<file path="src/design/wht_pkg.sv">
// Shared constants for the window hit test and raise block.
`timescale 1ns / 1ps

package wht_pkg;

    localparam int DEF_MAX_WINDOWS = 16;
    localparam int DEF_COORD_BITS  = 12;
    localparam int NUM_W           = 5;

    localparam logic KIND_LOAD  = 1'b0;
    localparam logic KIND_CLICK = 1'b1;

endpackage

</file>
<file path="src/design/window_hit_test_raise.sv">
// Top level: sequencer that loads windows, scans the stack for a click and raises the hit window.
//
// A load takes a transfer only while the sequencer is idle and then rewrites the stack order
// memory, one entry per cycle, to place the new window on top; a load into a full stack is
// taken and dropped at once. A click scans the stack from the top through the stack order
// memory and then the bounds memory, one position per cycle, each read registered, and raising
// the window found at position k shifts the k entries above it down one place and then writes
// the top entry; a click with no window loaded goes straight to the result. The result sits in
// an output register, so the next item can be taken while it waits. Each memory has one read
// port and one write port, and each port moves at most one entry per cycle.
`timescale 1ns / 1ps

module window_hit_test_raise #(
    parameter int MAX_WINDOWS = wht_pkg::DEF_MAX_WINDOWS,
    parameter int COORD_BITS  = wht_pkg::DEF_COORD_BITS
) (
    input  logic                       i_clk,
    input  logic                       i_rst_n,
    input  logic                       i_valid,
    output logic                       o_ready,
    input  logic                       i_kind,
    input  logic [COORD_BITS-1:0]      i_left,
    input  logic [COORD_BITS-1:0]      i_bottom,
    input  logic [COORD_BITS-1:0]      i_right,
    input  logic [COORD_BITS-1:0]      i_upper,
    input  logic [COORD_BITS-1:0]      i_point_x,
    input  logic [COORD_BITS-1:0]      i_point_y,
    output logic                       o_valid,
    input  logic                       i_ready,
    output logic                       o_hit,
    output logic [wht_pkg::NUM_W-1:0]  o_window_number
);
    import wht_pkg::*;

    localparam int IDX_W = (MAX_WINDOWS > 1) ? $clog2(MAX_WINDOWS) : 1;
    localparam int CNT_W = $clog2(MAX_WINDOWS + 1);

    localparam logic [2:0] S_IDLE  = 3'd0;
    localparam logic [2:0] S_SCAN  = 3'd1;
    localparam logic [2:0] S_SHIFT = 3'd2;
    localparam logic [2:0] S_TOP   = 3'd3;
    localparam logic [2:0] S_DONE  = 3'd4;

    logic [2:0]            r_state, n_state;
    logic [CNT_W-1:0]      r_count, n_count;
    logic [CNT_W-1:0]      r_rd_pos, n_rd_pos;
    logic                  r_s1_valid, n_s1_valid;
    logic [IDX_W-1:0]      r_s1_pos, n_s1_pos;
    logic                  r_s2_valid, n_s2_valid;
    logic [IDX_W-1:0]      r_s2_pos, n_s2_pos;
    logic [IDX_W-1:0]      r_s2_id, n_s2_id;
    logic [IDX_W-1:0]      r_dst, n_dst;
    logic [IDX_W-1:0]      r_id, n_id;
    logic                  r_is_click, n_is_click;
    logic [COORD_BITS-1:0] r_px, n_px;
    logic [COORD_BITS-1:0] r_py, n_py;
    logic                  r_res_hit, n_res_hit;
    logic [NUM_W-1:0]      r_res_num, n_res_num;
    logic                  r_out_valid, n_out_valid;
    logic                  r_out_hit, n_out_hit;
    logic [NUM_W-1:0]      r_out_num, n_out_num;

    logic                  stack_we;
    logic [IDX_W-1:0]      stack_waddr;
    logic [IDX_W-1:0]      stack_wdata;
    logic [IDX_W-1:0]      stack_raddr;
    logic [IDX_W-1:0]      stack_rd;
    logic                  bounds_we;
    logic [IDX_W-1:0]      bounds_waddr;
    logic [IDX_W-1:0]      bounds_raddr;
    logic                  bounds_hit;
    logic                  in_xfer;
    logic                  issue;
    logic [IDX_W:0]        id_p1;

    wht_stack #(
        .MAX_WINDOWS(MAX_WINDOWS),
        .IDX_W      (IDX_W)
    ) u_stack (
        .i_clk  (i_clk),
        .i_we   (stack_we),
        .i_waddr(stack_waddr),
        .i_wdata(stack_wdata),
        .i_raddr(stack_raddr),
        .o_rdata(stack_rd)
    );

    wht_bounds #(
        .MAX_WINDOWS(MAX_WINDOWS),
        .COORD_BITS (COORD_BITS),
        .IDX_W      (IDX_W)
    ) u_bounds (
        .i_clk   (i_clk),
        .i_we    (bounds_we),
        .i_waddr (bounds_waddr),
        .i_left  (i_left),
        .i_bottom(i_bottom),
        .i_right (i_right),
        .i_upper (i_upper),
        .i_raddr (bounds_raddr),
        .i_px    (r_px),
        .i_py    (r_py),
        .o_hit   (bounds_hit)
    );

    assign o_ready         = (r_state == S_IDLE);
    assign in_xfer         = i_valid && o_ready;
    assign o_valid         = r_out_valid;
    assign o_hit           = r_out_hit;
    assign o_window_number = r_out_num;
    assign issue           = (r_rd_pos < r_count);
    assign id_p1           = {1'b0, r_s2_id} + {{IDX_W{1'b0}}, 1'b1};
    assign bounds_waddr    = r_count[IDX_W-1:0];
    assign bounds_raddr    = stack_rd;

    always_comb begin
        n_state     = r_state;
        n_count     = r_count;
        n_rd_pos    = r_rd_pos;
        n_s1_valid  = r_s1_valid;
        n_s1_pos    = r_s1_pos;
        n_s2_valid  = r_s2_valid;
        n_s2_pos    = r_s2_pos;
        n_s2_id     = r_s2_id;
        n_dst       = r_dst;
        n_id        = r_id;
        n_is_click  = r_is_click;
        n_px        = r_px;
        n_py        = r_py;
        n_res_hit   = r_res_hit;
        n_res_num   = r_res_num;
        n_out_valid = r_out_valid;
        n_out_hit   = r_out_hit;
        n_out_num   = r_out_num;
        stack_we    = 1'b0;
        stack_waddr = r_dst;
        stack_wdata = stack_rd;
        stack_raddr = r_dst - IDX_W'(1);
        bounds_we   = 1'b0;

        if (r_out_valid && i_ready) begin
            n_out_valid = 1'b0;
        end

        unique case (r_state)
            S_IDLE: begin
                if (in_xfer) begin
                    n_is_click = (i_kind == KIND_CLICK);
                    n_px       = i_point_x;
                    n_py       = i_point_y;
                    n_rd_pos   = '0;
                    n_s1_valid = 1'b0;
                    n_s2_valid = 1'b0;
                    if (i_kind == KIND_CLICK) begin
                        if (r_count == '0) begin
                            n_res_hit = 1'b0;
                            n_res_num = '0;
                            n_state   = S_DONE;
                        end else begin
                            n_state = S_SCAN;
                        end
                    end else if (r_count < CNT_W'(MAX_WINDOWS)) begin
                        bounds_we   = 1'b1;
                        n_dst       = r_count[IDX_W-1:0];
                        n_id        = r_count[IDX_W-1:0];
                        n_count     = r_count + CNT_W'(1);
                        stack_raddr = r_count[IDX_W-1:0] - IDX_W'(1);
                        n_state     = (r_count == '0) ? S_TOP : S_SHIFT;
                    end
                end
            end
            S_SCAN: begin
                stack_raddr = r_rd_pos[IDX_W-1:0];
                n_s1_valid  = issue;
                n_s1_pos    = r_rd_pos[IDX_W-1:0];
                n_s2_valid  = r_s1_valid;
                n_s2_pos    = r_s1_pos;
                n_s2_id     = stack_rd;
                if (issue) begin
                    n_rd_pos = r_rd_pos + CNT_W'(1);
                end
                if (r_s2_valid && bounds_hit) begin
                    n_res_hit   = 1'b1;
                    n_res_num   = NUM_W'(id_p1);
                    n_dst       = r_s2_pos;
                    n_id        = r_s2_id;
                    stack_raddr = r_s2_pos - IDX_W'(1);
                    n_state     = (r_s2_pos == '0) ? S_TOP : S_SHIFT;
                end else if (r_s2_valid && (CNT_W'(r_s2_pos) + CNT_W'(1) == r_count)) begin
                    n_res_hit = 1'b0;
                    n_res_num = '0;
                    n_state   = S_DONE;
                end
            end
            S_SHIFT: begin
                stack_we    = 1'b1;
                stack_waddr = r_dst;
                stack_wdata = stack_rd;
                stack_raddr = r_dst - IDX_W'(2);
                n_dst       = r_dst - IDX_W'(1);
                if (r_dst == IDX_W'(1)) begin
                    n_state = S_TOP;
                end
            end
            S_TOP: begin
                stack_we    = 1'b1;
                stack_waddr = '0;
                stack_wdata = r_id;
                n_state     = r_is_click ? S_DONE : S_IDLE;
            end
            S_DONE: begin
                if (!r_out_valid || i_ready) begin
                    n_out_valid = 1'b1;
                    n_out_hit   = r_res_hit;
                    n_out_num   = r_res_num;
                    n_state     = S_IDLE;
                end
            end
            default: begin
                n_state = S_IDLE;
            end
        endcase
    end

    always_ff @(posedge i_clk) begin
        if (!i_rst_n) begin
            r_state     <= S_IDLE;
            r_count     <= '0;
            r_out_valid <= 1'b0;
        end else begin
            r_state     <= n_state;
            r_count     <= n_count;
            r_out_valid <= n_out_valid;
        end
        r_rd_pos   <= n_rd_pos;
        r_s1_valid <= n_s1_valid;
        r_s1_pos   <= n_s1_pos;
        r_s2_valid <= n_s2_valid;
        r_s2_pos   <= n_s2_pos;
        r_s2_id    <= n_s2_id;
        r_dst      <= n_dst;
        r_id       <= n_id;
        r_is_click <= n_is_click;
        r_px       <= n_px;
        r_py       <= n_py;
        r_res_hit  <= n_res_hit;
        r_res_num  <= n_res_num;
        r_out_hit  <= n_out_hit;
        r_out_num  <= n_out_num;
    end

    // The window count never exceeds the capacity of the memories.
    a_count_range: assert property (@(posedge i_clk) disable iff (!i_rst_n)
        r_count <= CNT_W'(MAX_WINDOWS))
        else $error("window count above capacity");

    // A miss always reports window number zero.
    a_miss_number: assert property (@(posedge i_clk) disable iff (!i_rst_n)
        r_out_valid && !r_out_hit |-> r_out_num == '0)
        else $error("miss with nonzero window number");

    // The shift never runs with the top position as its destination.
    a_shift_dst: assert property (@(posedge i_clk) disable iff (!i_rst_n)
        r_state == S_SHIFT |-> r_dst != '0)
        else $error("shift destination at top of stack");

    // The stack order is never written while a scan reads it.
    a_scan_no_write: assert property (@(posedge i_clk) disable iff (!i_rst_n)
        r_state == S_SCAN |-> !stack_we)
        else $error("stack written during scan");

    // A load grows the count by one only when there was room for it.
    a_load_count: assert property (@(posedge i_clk) disable iff (!i_rst_n)
        in_xfer && i_kind == KIND_LOAD && r_count < CNT_W'(MAX_WINDOWS)
        |=> r_count == $past(r_count) + CNT_W'(1))
        else $error("load did not advance the window count");

endmodule

</file>
<file path="src/design/wht_stack.sv">
// Stack order memory: window indices by stack position, top of stack at address zero.
`timescale 1ns / 1ps

module wht_stack #(
    parameter int MAX_WINDOWS = wht_pkg::DEF_MAX_WINDOWS,
    parameter int IDX_W       = (MAX_WINDOWS > 1) ? $clog2(MAX_WINDOWS) : 1
) (
    input  logic             i_clk,
    input  logic             i_we,
    input  logic [IDX_W-1:0] i_waddr,
    input  logic [IDX_W-1:0] i_wdata,
    input  logic [IDX_W-1:0] i_raddr,
    output logic [IDX_W-1:0] o_rdata
);
    import wht_pkg::*;

    logic [IDX_W-1:0] r_mem [0:MAX_WINDOWS-1];
    logic [IDX_W-1:0] r_rdata;

    always_ff @(posedge i_clk) begin
        if (i_we) begin
            r_mem[i_waddr] <= i_wdata;
        end
        r_rdata <= r_mem[i_raddr];
    end

    assign o_rdata = r_rdata;

endmodule

</file>
<file path="src/design/wht_bounds.sv">
// Window bounds memory with the containment test on the registered read data.
`timescale 1ns / 1ps

module wht_bounds #(
    parameter int MAX_WINDOWS = wht_pkg::DEF_MAX_WINDOWS,
    parameter int COORD_BITS  = wht_pkg::DEF_COORD_BITS,
    parameter int IDX_W       = (MAX_WINDOWS > 1) ? $clog2(MAX_WINDOWS) : 1
) (
    input  logic                  i_clk,
    input  logic                  i_we,
    input  logic [IDX_W-1:0]      i_waddr,
    input  logic [COORD_BITS-1:0] i_left,
    input  logic [COORD_BITS-1:0] i_bottom,
    input  logic [COORD_BITS-1:0] i_right,
    input  logic [COORD_BITS-1:0] i_upper,
    input  logic [IDX_W-1:0]      i_raddr,
    input  logic [COORD_BITS-1:0] i_px,
    input  logic [COORD_BITS-1:0] i_py,
    output logic                  o_hit
);
    import wht_pkg::*;

    localparam int REC_W = 4 * COORD_BITS;

    logic [REC_W-1:0]      r_mem [0:MAX_WINDOWS-1];
    logic [REC_W-1:0]      r_rdata;
    logic [COORD_BITS-1:0] lo_x;
    logic [COORD_BITS-1:0] lo_y;
    logic [COORD_BITS-1:0] hi_x;
    logic [COORD_BITS-1:0] hi_y;

    always_ff @(posedge i_clk) begin
        if (i_we) begin
            r_mem[i_waddr] <= {i_left, i_bottom, i_right, i_upper};
        end
        r_rdata <= r_mem[i_raddr];
    end

    assign {lo_x, lo_y, hi_x, hi_y} = r_rdata;

    assign o_hit = (lo_x <= i_px) && (hi_x >= i_px) && (lo_y <= i_py) && (hi_y >= i_py);

endmodule
</file>
<file path="config.mk">
export PLATFORM = sky130hd
export DESIGN_NAME = window_hit_test_raise
export DESIGN_NICKNAME = d
export VERILOG_FILES = /design/src/design/wht_pkg.sv /design/src/design/window_hit_test_raise.sv /design/src/design/wht_stack.sv /design/src/design/wht_bounds.sv
export SDC_FILE = /design/constraint.sdc
export NUM_CORES = 1
export LEC_CHECK = 0
export BUFFER_PORTS_ARGS = -buffer_cell sky130_fd_sc_hd__clkbuf_2
export CAP_MARGIN = 40
export CORE_ASPECT_RATIO = 1.2
export CORE_MARGIN = 2
export CORE_UTILIZATION = 34
export DETAILED_ROUTE_END_ITERATION = 10
export SLEW_MARGIN = 20
export SYNTH_ARGS = -nofsm -noshare
export SYNTH_HDL_FRONTEND = slang
export SYNTH_HIERARCHICAL = 1
export SYNTH_SLANG_ARGS = --single-unit
</file>
<file path="constraint.sdc">
create_clock -name i_clk -period 11.76 [get_ports i_clk]
set_input_delay 0.588 -clock i_clk [delete_from_list [all_inputs] [get_ports i_clk]]
set_output_delay 0.588 -clock i_clk [all_outputs]
set_load 0.02 [all_outputs]
</file>
==> results of run 1 <==
## routing by layer
metal  part of all wire, %  vias up
met3                   5.5      130
met1                    42     9251
met4                   2.5       18
met5                  0.14        -
met2                    50      465
li1                      -     7328
## metrics by stage
stage | setup WS (ps) | utilization, % | hold WS [ps]
after floorplan | 6250 | - | 400
after global placement | 7380 | 36.3 | 403
after detailed placement | 7640 | 36.6 | 405
after CTS | 7650 | 39.4 | 101
after global routing | 7490 | 39.4 | 102
final | 7590 | 39.4 | 122
## sequential cells by signal, summed over array words and instances (netlist names), 3 cells and up
name              flops
r_py                 12
r_dst                 4
r_px                 12
r_s2_id               4
u_bounds/r_rdata     48
r_id                  4
r_rd_pos              5
o_window_number       5
r_count               5
r_s2_pos              4
r_s1_pos              4
u_bounds/r_mem      768
r_state               3
r_res_num             5
u_stack/o_rdata       4
u_stack/r_mem        64
## cells by family after synthesis
kind of cell,count (synthesis),share of synthesized area (%)
compound gates,88,1.56
mux,261,15.9
xor+xnor,20,0.473
fa+ha+maj,65,2.20
simple gates,179,2.44
flops,957,76.0
buf+inv,106,1.51
## critical path, stage by stage, from the launching register on
cell      delay [ps]
edfxtp_1         330
inv_1             60
ha_1             290
nor2b_1          140
o211ai_1         100
a211o_1          260
a31oi_1          430
nor4_1           120
buf_4            200
a21oi_2          300
a211o_1          180
a311oi_1          50
a21oi_2          370
buf_6            250
mux4_1           570
a22oi_1          290
nand3_1          110
## final cells by class
type / count / area [µm²]
Fill cell: 9543 / 65400
Clock inverter: 51 / 553
Multi-Input combinational cell: 613 / 8460
Clock buffer: 121 / 2440
Timing Repair Buffer: 131 / 1090
Sequential cell: 957 / 28100
Inverter: 41 / 154
Antenna cell: 4 / 10.0
Tap cell: 1407 / 1760
## power groups by stage
stage / combinational [mW] / clock, mW / sequential, mW
4_1_cts: 2.62 / 2.97 / 4.29
2_1_floorplan: 2.04 / 0 / 4.21
6_report: 2.58 / 2.91 / 4.28
3_3_place_gp: 2.52 / 0 / 4.35
3_5_place_dp: 2.61 / 0 / 4.36
5_1_grt: 2.79 / 3.10 / 4.32
## synth_stat cells (3+ instances only)
| master | n |
|---|---|
| and2_1 | 10 |
| edfxtp_1 | 896 |
| a21oi_1 | 28 |
| clkbuf_1 | 25 |
| a211o_1 | 5 |
| nand3b_1 | 6 |
| nor3_1 | 15 |
| a31oi_1 | 3 |
| a21o_1 | 6 |
| nand4_1 | 8 |
| mux4_1 | 14 |
| nor2b_1 | 4 |
| inv_1 | 39 |
| a21boi_0 | 3 |
| mux2_2 | 4 |
| a22oi_1 | 6 |
| nand2b_1 | 9 |
| o21ai_0 | 15 |
| buf_2 | 7 |
| dfxtp_1 | 61 |
| xor2_1 | 8 |
| nand2_1 | 38 |
| nand3_1 | 22 |
| buf_6 | 12 |
| buf_4 | 12 |
| buf_1 | 8 |
| mux4_2 | 242 |
| nor4_1 | 3 |
| nor2_1 | 50 |
| xnor2_1 | 12 |
| ha_1 | 65 |
| o211ai_1 | 4 |
## how the worst min path moves through the flow
stage                                  endpoint  cells past startpoint  slack [ps]               startpoint
after floorplan                 o_hit$_DFFE_PP_                      0         400  r_res_hit$_SDFFCE_PN0P_
after global placement    r_s2_pos[0]$_DFFE_PP_                      0         400    r_s1_pos[0]$_DFFE_PP_
after detailed placement  r_s2_pos[0]$_DFFE_PP_                      0         400    r_s1_pos[0]$_DFFE_PP_
after CTS                     r_px[5]$_DFFE_PP_                      1         100             i_point_x[5]
after global routing          r_px[5]$_DFFE_PP_                      1         100             i_point_x[5]
final                         r_px[5]$_DFFE_PP_                      1         120             i_point_x[5]
==> key figures, run 1 <==
Setup path
  – Worst setup EP type: register
  – Required time of the critical path: 12310 ps
  – Reg2reg start: r_px[1]$_DFFE_PP_
  – Crit path max fanout: 12
  – R2R depth: 16
  – Critical path arrival: 4720 ps
  – CP Capture Point: u_stack/o_rdata[2]$_DFF_P_
  – Crit Path Category: register to register
  – Startpoint types: register
  – Setup crit start: r_px[1]$_DFFE_PP_
  – Reg2reg setup slack: 7590 ps
  – Critical register-to-register path endpoint: u_stack/o_rdata[2]$_DFF_P_

Yosys
  – Post-synthesis async set-or-reset flop share: 0%
  – Post-synth top flop: edfxtp_1
  – YS warnings: 6
  – Synthesized area per cell: roughly 22 µm²
  – Syn nets: 1818
  – Post-synth EDFFs: 896
  – Synth top area share: 72.7%
  – Library cells used by synthesis: 60
  – Synth area leaders: edfxtp_1 73%, mux4_2 15%, dfxtp_1 3.3%, ha_1 2.2%, mux4_1 0.99%
  – Register area share after synthesis: roughly 76%
  – Number of synthesized register bits: 957
  – Cells after Synth: 1676
  – Yosys top cell by area: edfxtp_1
  – Cell area after synthesis: 37000 µm²

Placed design
  – Hpwl dp: 48.2 mm
  – GPL Wtd Cong: 0.793
  – Cells after DPL: around 3100
  – Placed Area: 39600 µm²
  – IO buf count: 84

Die
  – Die W: 305 µm
  – CORE AREA: 108000 µm²
  – Rows: 132
  – Die Y-Extent: 366 µm
  – Top-level I/O count: 85
  – Die area: 112000 µm²
  – Initial Util: 34.3%

GRT
  – Largest net degree at the start of global routing: 96
  – GRT met3 Usage: under 10%
  – GRT Total Usage: 14.7%
  – GRT overflow: 0
  – M1 GR Usage: roughly 19%
  – Initial antenna violation count: 19
  – Gr busiest metal: met2
  – Met2 Resource Use GR: 24.7%
  – First-pass GRT wire length: 121 mm
  – Vias in the first global route: 17900

Clock tree
  – Post-cts sizing count: 0
  – Clock Tree Root: clkbuf_16
  – CTS max path bufs: 3
  – CTS Buf Count: 92
  – Clock transition at path regs: roughly 60 ps
  – H-Tree Level Count: 3
  – Hold_buf cts: 0
  – Num Clock Sinks: 957
  – CTS tree: yes
  – Worst-Skew Late Latency: 680 ps
  – Setup Fix Bufs, Post-CTS: 0

Power and ir drop
  – P_sw: 2.79 mW
  – Seq pwr share: approximately 44%
  – Fraction of power consumed by the clock network: 29.8%
  – PD cells: 229 nW/µm²
  – Sw Share: 28.6%
  – Pleak: 13.6 nW
  – Power Total: 9.77 mW
  – Internal power: between 6 and 7 mW
  – Largest vdd supply drop: 0.180 mV
  – Combinational fraction of design power: 26.4%

STA
  – Final hold violations: 0
  – Pins over their slew limit: 0
  – Achievable Freq: between 0.2 and 0.25 GHz
  – Period minus WS final: 4170 ps
  – Clock Skews: between 30 and 40 ps
  – RSZ-0062 raised after global routing: false
  – Crit share post-route: 35.4%
  – Setup TNS: 0 ps
  – Setup Viol. Count Final: 0
  – Worst-Margin Slew: a little under 1000 ps
  – Worst slew margin: between 30% and 40%

Final layout
  – Area grow syn2layout: 15.1%
  – Fraction of layout cells with a size suffix above 1: 28.2%
  – Most common cell after layout, fill and taps aside: edfxtp_1
  – Most frequent cells in the layout: 896 x edfxtp_1, 242 x mux4_2, 92 x clkbuf_16
  – Finished Layout Cells: 3325
  – Post-layout nets: 1978
  – Final Cell Area: 42600 µm²

Flow run
  – Max-Cap Viols: 0

Status
  – Status: finished clean

Routing
  – Via density: slightly above 5
  – DRC errors left: 0
  – DR vias: between 15000 and 20000
  – Routed WL: roughly 82 mm
  – Drt first-iter violations: 1609
  – Routed WL per cell: 24.7 µm
  – Final ANT Viol Nets: 0
  – First-pass detailed-route iteration total: 5

Hold path
  – Hold Path Class: input pin to register
(Power assumes the default switching activity.)
==> run 2, diff against run 1 <==
ABC_AREA = 1   (was unset)
clock period = 4.02 ns   (was 11.76 ns; I/O delays follow)
==> run 2 against run 1 <==
- synthesized cell count rose by 86%
- combinational power rose to 3.8 times the previous value
- sequential power rose to 2.9 times the previous value
- critical path depth rose by 4
- worst hold slack improved by 200 ps
- flip-flop and latch count did not move
- setup slack got worse by 7100 ps
- non-clock buffer count rose by 74
- cell count rose by 45%
- maximum frequency rose by 20%
- clock skew fell by 3.4 ps
- area after synthesis rose by 4.8%
- critical path type unchanged
- largest cell class unchanged
- largest power group unchanged
==> key figures, run 2 <==
Final layout
  – Post-layout nets: 3380
  – Largest reg by FF count: u_bounds/r_mem
  – Area grow syn2layout: 15.5%
  – Most frequent cells in the layout: 896 x edfxtp_1, 637 x nor2_1, 401 x o21ai_0
  – Post-layout util: 39.7%
  – Regs by FF count: u_bounds/r_mem: 768 flops, u_stack/r_mem: 64 flops, u_bounds/r_rdata: 48 flops
  – Fraction of layout cells with a size suffix above 1: 9.35%
  – Most common cell after layout, fill and taps aside: edfxtp_1
  – Largest register FFs: 768

Routing
  – Final ANT Viol Nets: 0
  – DR vias: 24400
  – Drt first-iter violations: around 2400
  – Routed WL per cell: between 20 and 25 µm
  – Via density: 5.04
  – DRC errors left: 0
  – Routed WL: slightly below 100 mm
  – First-pass detailed-route iteration total: 7

GRT
  – Initial antenna violation count: 18
  – GRT Total Usage: 16.7%
  – GRT overflow: 0
  – First-pass GRT wire length: 147 mm
  – Largest net degree at the start of global routing: 185
  – Vias in the first global route: 23200

STA
  – Crit share post-route: about 87%
  – Worst slew margin: 43.9%
  – Clock Skews: 28.3 ps
  – Final hold violations: 0
  – Pins over their slew limit: 0
  – Period minus WS final: roughly 3500 ps
  – Worst-Margin Slew: 839 ps
  – RSZ-0062 raised after global routing: false
  – Achievable Freq: 0.287 GHz
  – Setup TNS: 0 ps
  – Setup Viol. Count Final: 0

Setup path
  – Startpoint types: register
  – Crit path max fanout: 17
  – Critical register-to-register path endpoint: u_stack/o_rdata[1]$_DFF_P_
  – Reg2reg setup slack: 540 ps
  – Worst setup EP type: register
  – Critical path arrival: 4110 ps
  – Crit Path Category: register to register
  – R2R depth: 20
  – Reg2reg start: r_py[5]$_DFFE_PP_
  – Required time of the critical path: 4640 ps

Hold path
  – Worst Hold Path EP: r_px[11]$_DFFE_PP_
  – Hold Path Class: input pin to register
  – Min-delay src: i_point_x[11]
  – Hold Crit Depth: 2

Yosys
  – Cells after Synth: 3110
  – Synth area leaders: edfxtp_1 69%, nor2_1 6.3%, o21ai_0 5.2%, o211ai_1 3.8%, dfxtp_1 3.1%
  – Synth top area share: approximately 69%
  – Post-synthesis async set-or-reset flop share: 0%
  – Number of synthesized register bits: about 960
  – Yosys top cell by area: edfxtp_1
  – Synthesized area per cell: 12.5 µm²
  – YS warnings: 6
  – Post-synth EDFFs: 896
  – Most common cell in the netlist: edfxtp_1
  – Post-synth top flop: edfxtp_1
  – Register area share after synthesis: between 70% and 80%
  – Syn nets: 3252
  – Cell area after synthesis: 38800 µm²
  – Library cells used by synthesis: between 40 and 50
  – Commonest cells post-synth: 896 x edfxtp_1, 653 x nor2_1, 401 x o21ai_0

Die
  – Die Y-Extent: 374 µm
  – Rows: ~140
  – Die W: 312 µm
  – Die area: 117000 µm²
  – CORE AREA: 113000 µm²
  – Initial Util: 34.3%
  – Top-level I/O count: 85

Clock tree
  – H-Tree Level Count: 3
  – Num Clock Sinks: 957
  – Worst-Skew Late Latency: 690 ps
  – CTS Buf Count: 92
  – CTS tree: yes
  – Clock transition at path regs: 60 ps
  – Clock Tree Root: clkbuf_16
  – CTS max path bufs: 3

Flow run
  – Max-Cap Viols: 0

Placed design
  – GPL Wtd Cong: 0.874
  – Hpwl dp: 53.6 mm
  – IO buf count: between 80 and 90

Power and ir drop
  – PD cells: ~700 nW/µm²
  – Pleak: 15.4 nW
  – Largest vdd supply drop: slightly above 0.5 mV

Status
  – Status: finished clean
[run 2: changes by cell type after synthesis, moves of 60 or more]
cell / delta
clkbuf_1: +60
inv_1: +103
mux4_2: -242
nand2_1: +219
nand3_1: +114
nor2_1: +603
o211ai_1: +190
o21ai_0: +386
[run 2: worst max-delay path by stage]
stage	start	to	slack [ps]	cells past startpoint
after global placement	r_px[11]$_DFFE_PP_	u_stack/o_rdata[1]$_DFF_P_	670	20
after CTS	r_py[6]$_DFFE_PP_	u_stack/o_rdata[1]$_DFF_P_	550	20
after global routing	r_py[7]$_DFFE_PP_	u_stack/o_rdata[1]$_DFF_P_	250	20
after floorplan	r_state[2]$_SDFFE_PN0P_	u_bounds/r_mem[12][0]$_DFFE_PP_	390	7
after detailed placement	r_py[5]$_DFFE_PP_	u_stack/o_rdata[3]$_DFF_P_	570	20
final	r_py[5]$_DFFE_PP_	u_stack/o_rdata[1]$_DFF_P_	540	20
[run 2: kinds of logic (layout without fill, tap and decap cells)]
group	Yosys count	count (layout)	synth area share [%]
buffers and inverters	323	529	3.88
xor gates and xnor gates	8	8	0.181
other	0	8	0
adders and majority gates	65	65	2.10
and+or+nand+nor	1084	1084	11.3
DFF	957	957	72.5
AOI/OAI and AO/OA	673	673	10.0
[run 2: repair_timing]
action / 4_1_cts / 5_1_grt
resized for setup: 0 / 0
setup buffers: 0 / 0
endpoints found under the hold margin: 804 / 0
hold buffers: 76 / 0
[run 2: worst max-delay path, stage by stage, from the launching register on]
cell and delay [ps]:
edfxtp_1 370, inv_1 100, ha_1 250, nand2_1 80, nor2_1 40, and2_1 160, nand2_1 70, nand3_1 60
nand2_1 70, nand3_1 90, nor2_1 220, nand2_1 190, inv_1 130, nor2_4 70, a21oi_1 180, nand3_1 550
inv_4 390, nand3_1 120, nand3_1 100, nand3_1 90, nand2_1 70
[run 2: per-layer routing]
metal / vias to the layer above / wire (µm) / part of all wire (%) / GRT usage [%]
li1: 11400 / - / - / -
met1: 12000 / 42100 / 43 / 21.8
met2: 723 / 47500 / 48 / 27.6
met3: 169 / 6230 / 6.3 / 3.22
met4: 22 / 3010 / 3.0 / 5.79
met5: - / 152 / 0.15 / 0
[run 2: power by group]
group	switching, mW	leakage, nW	internal (mW)	total, mW
registers	0.587	8.61	11.8	12.4
clock network	3.71	1.52	5.24	8.95
logic	6.94	5.23	2.98	9.93
[run 2: cell type report]
type / instances / area, µm²
Sequential cell: 957 / 28100
Multi-Input combinational cell: 1830 / 9280
Fill cell: 10500 / 68200
Tap cell: 1507 / 1890
Clock inverter: 55 / 658
Antenna cell: 8 / 20.0
Clock buffer: 117 / 2460
Timing Repair Buffer: 205 / 1770
Inverter: 152 / 592
[run 2: metrics by stage]
step / hold slack [ps] / total power [mW] / setup slack, ps / std cells / instance area [µm²]
after floorplan: 299 / 19.6 / 393 / 3110 / 38800
after global placement: 382 / 22.4 / 669 / 4573 / 40900
after detailed placement: 382 / 22.5 / 567 / 4575 / 40900
after CTS: 282 / 31.6 / 550 / 4823 / 44800
after global routing: 313 / 33.1 / 248 / 4826 / 44800
final: 325 / 31.3 / 536 / 4831 / 44800
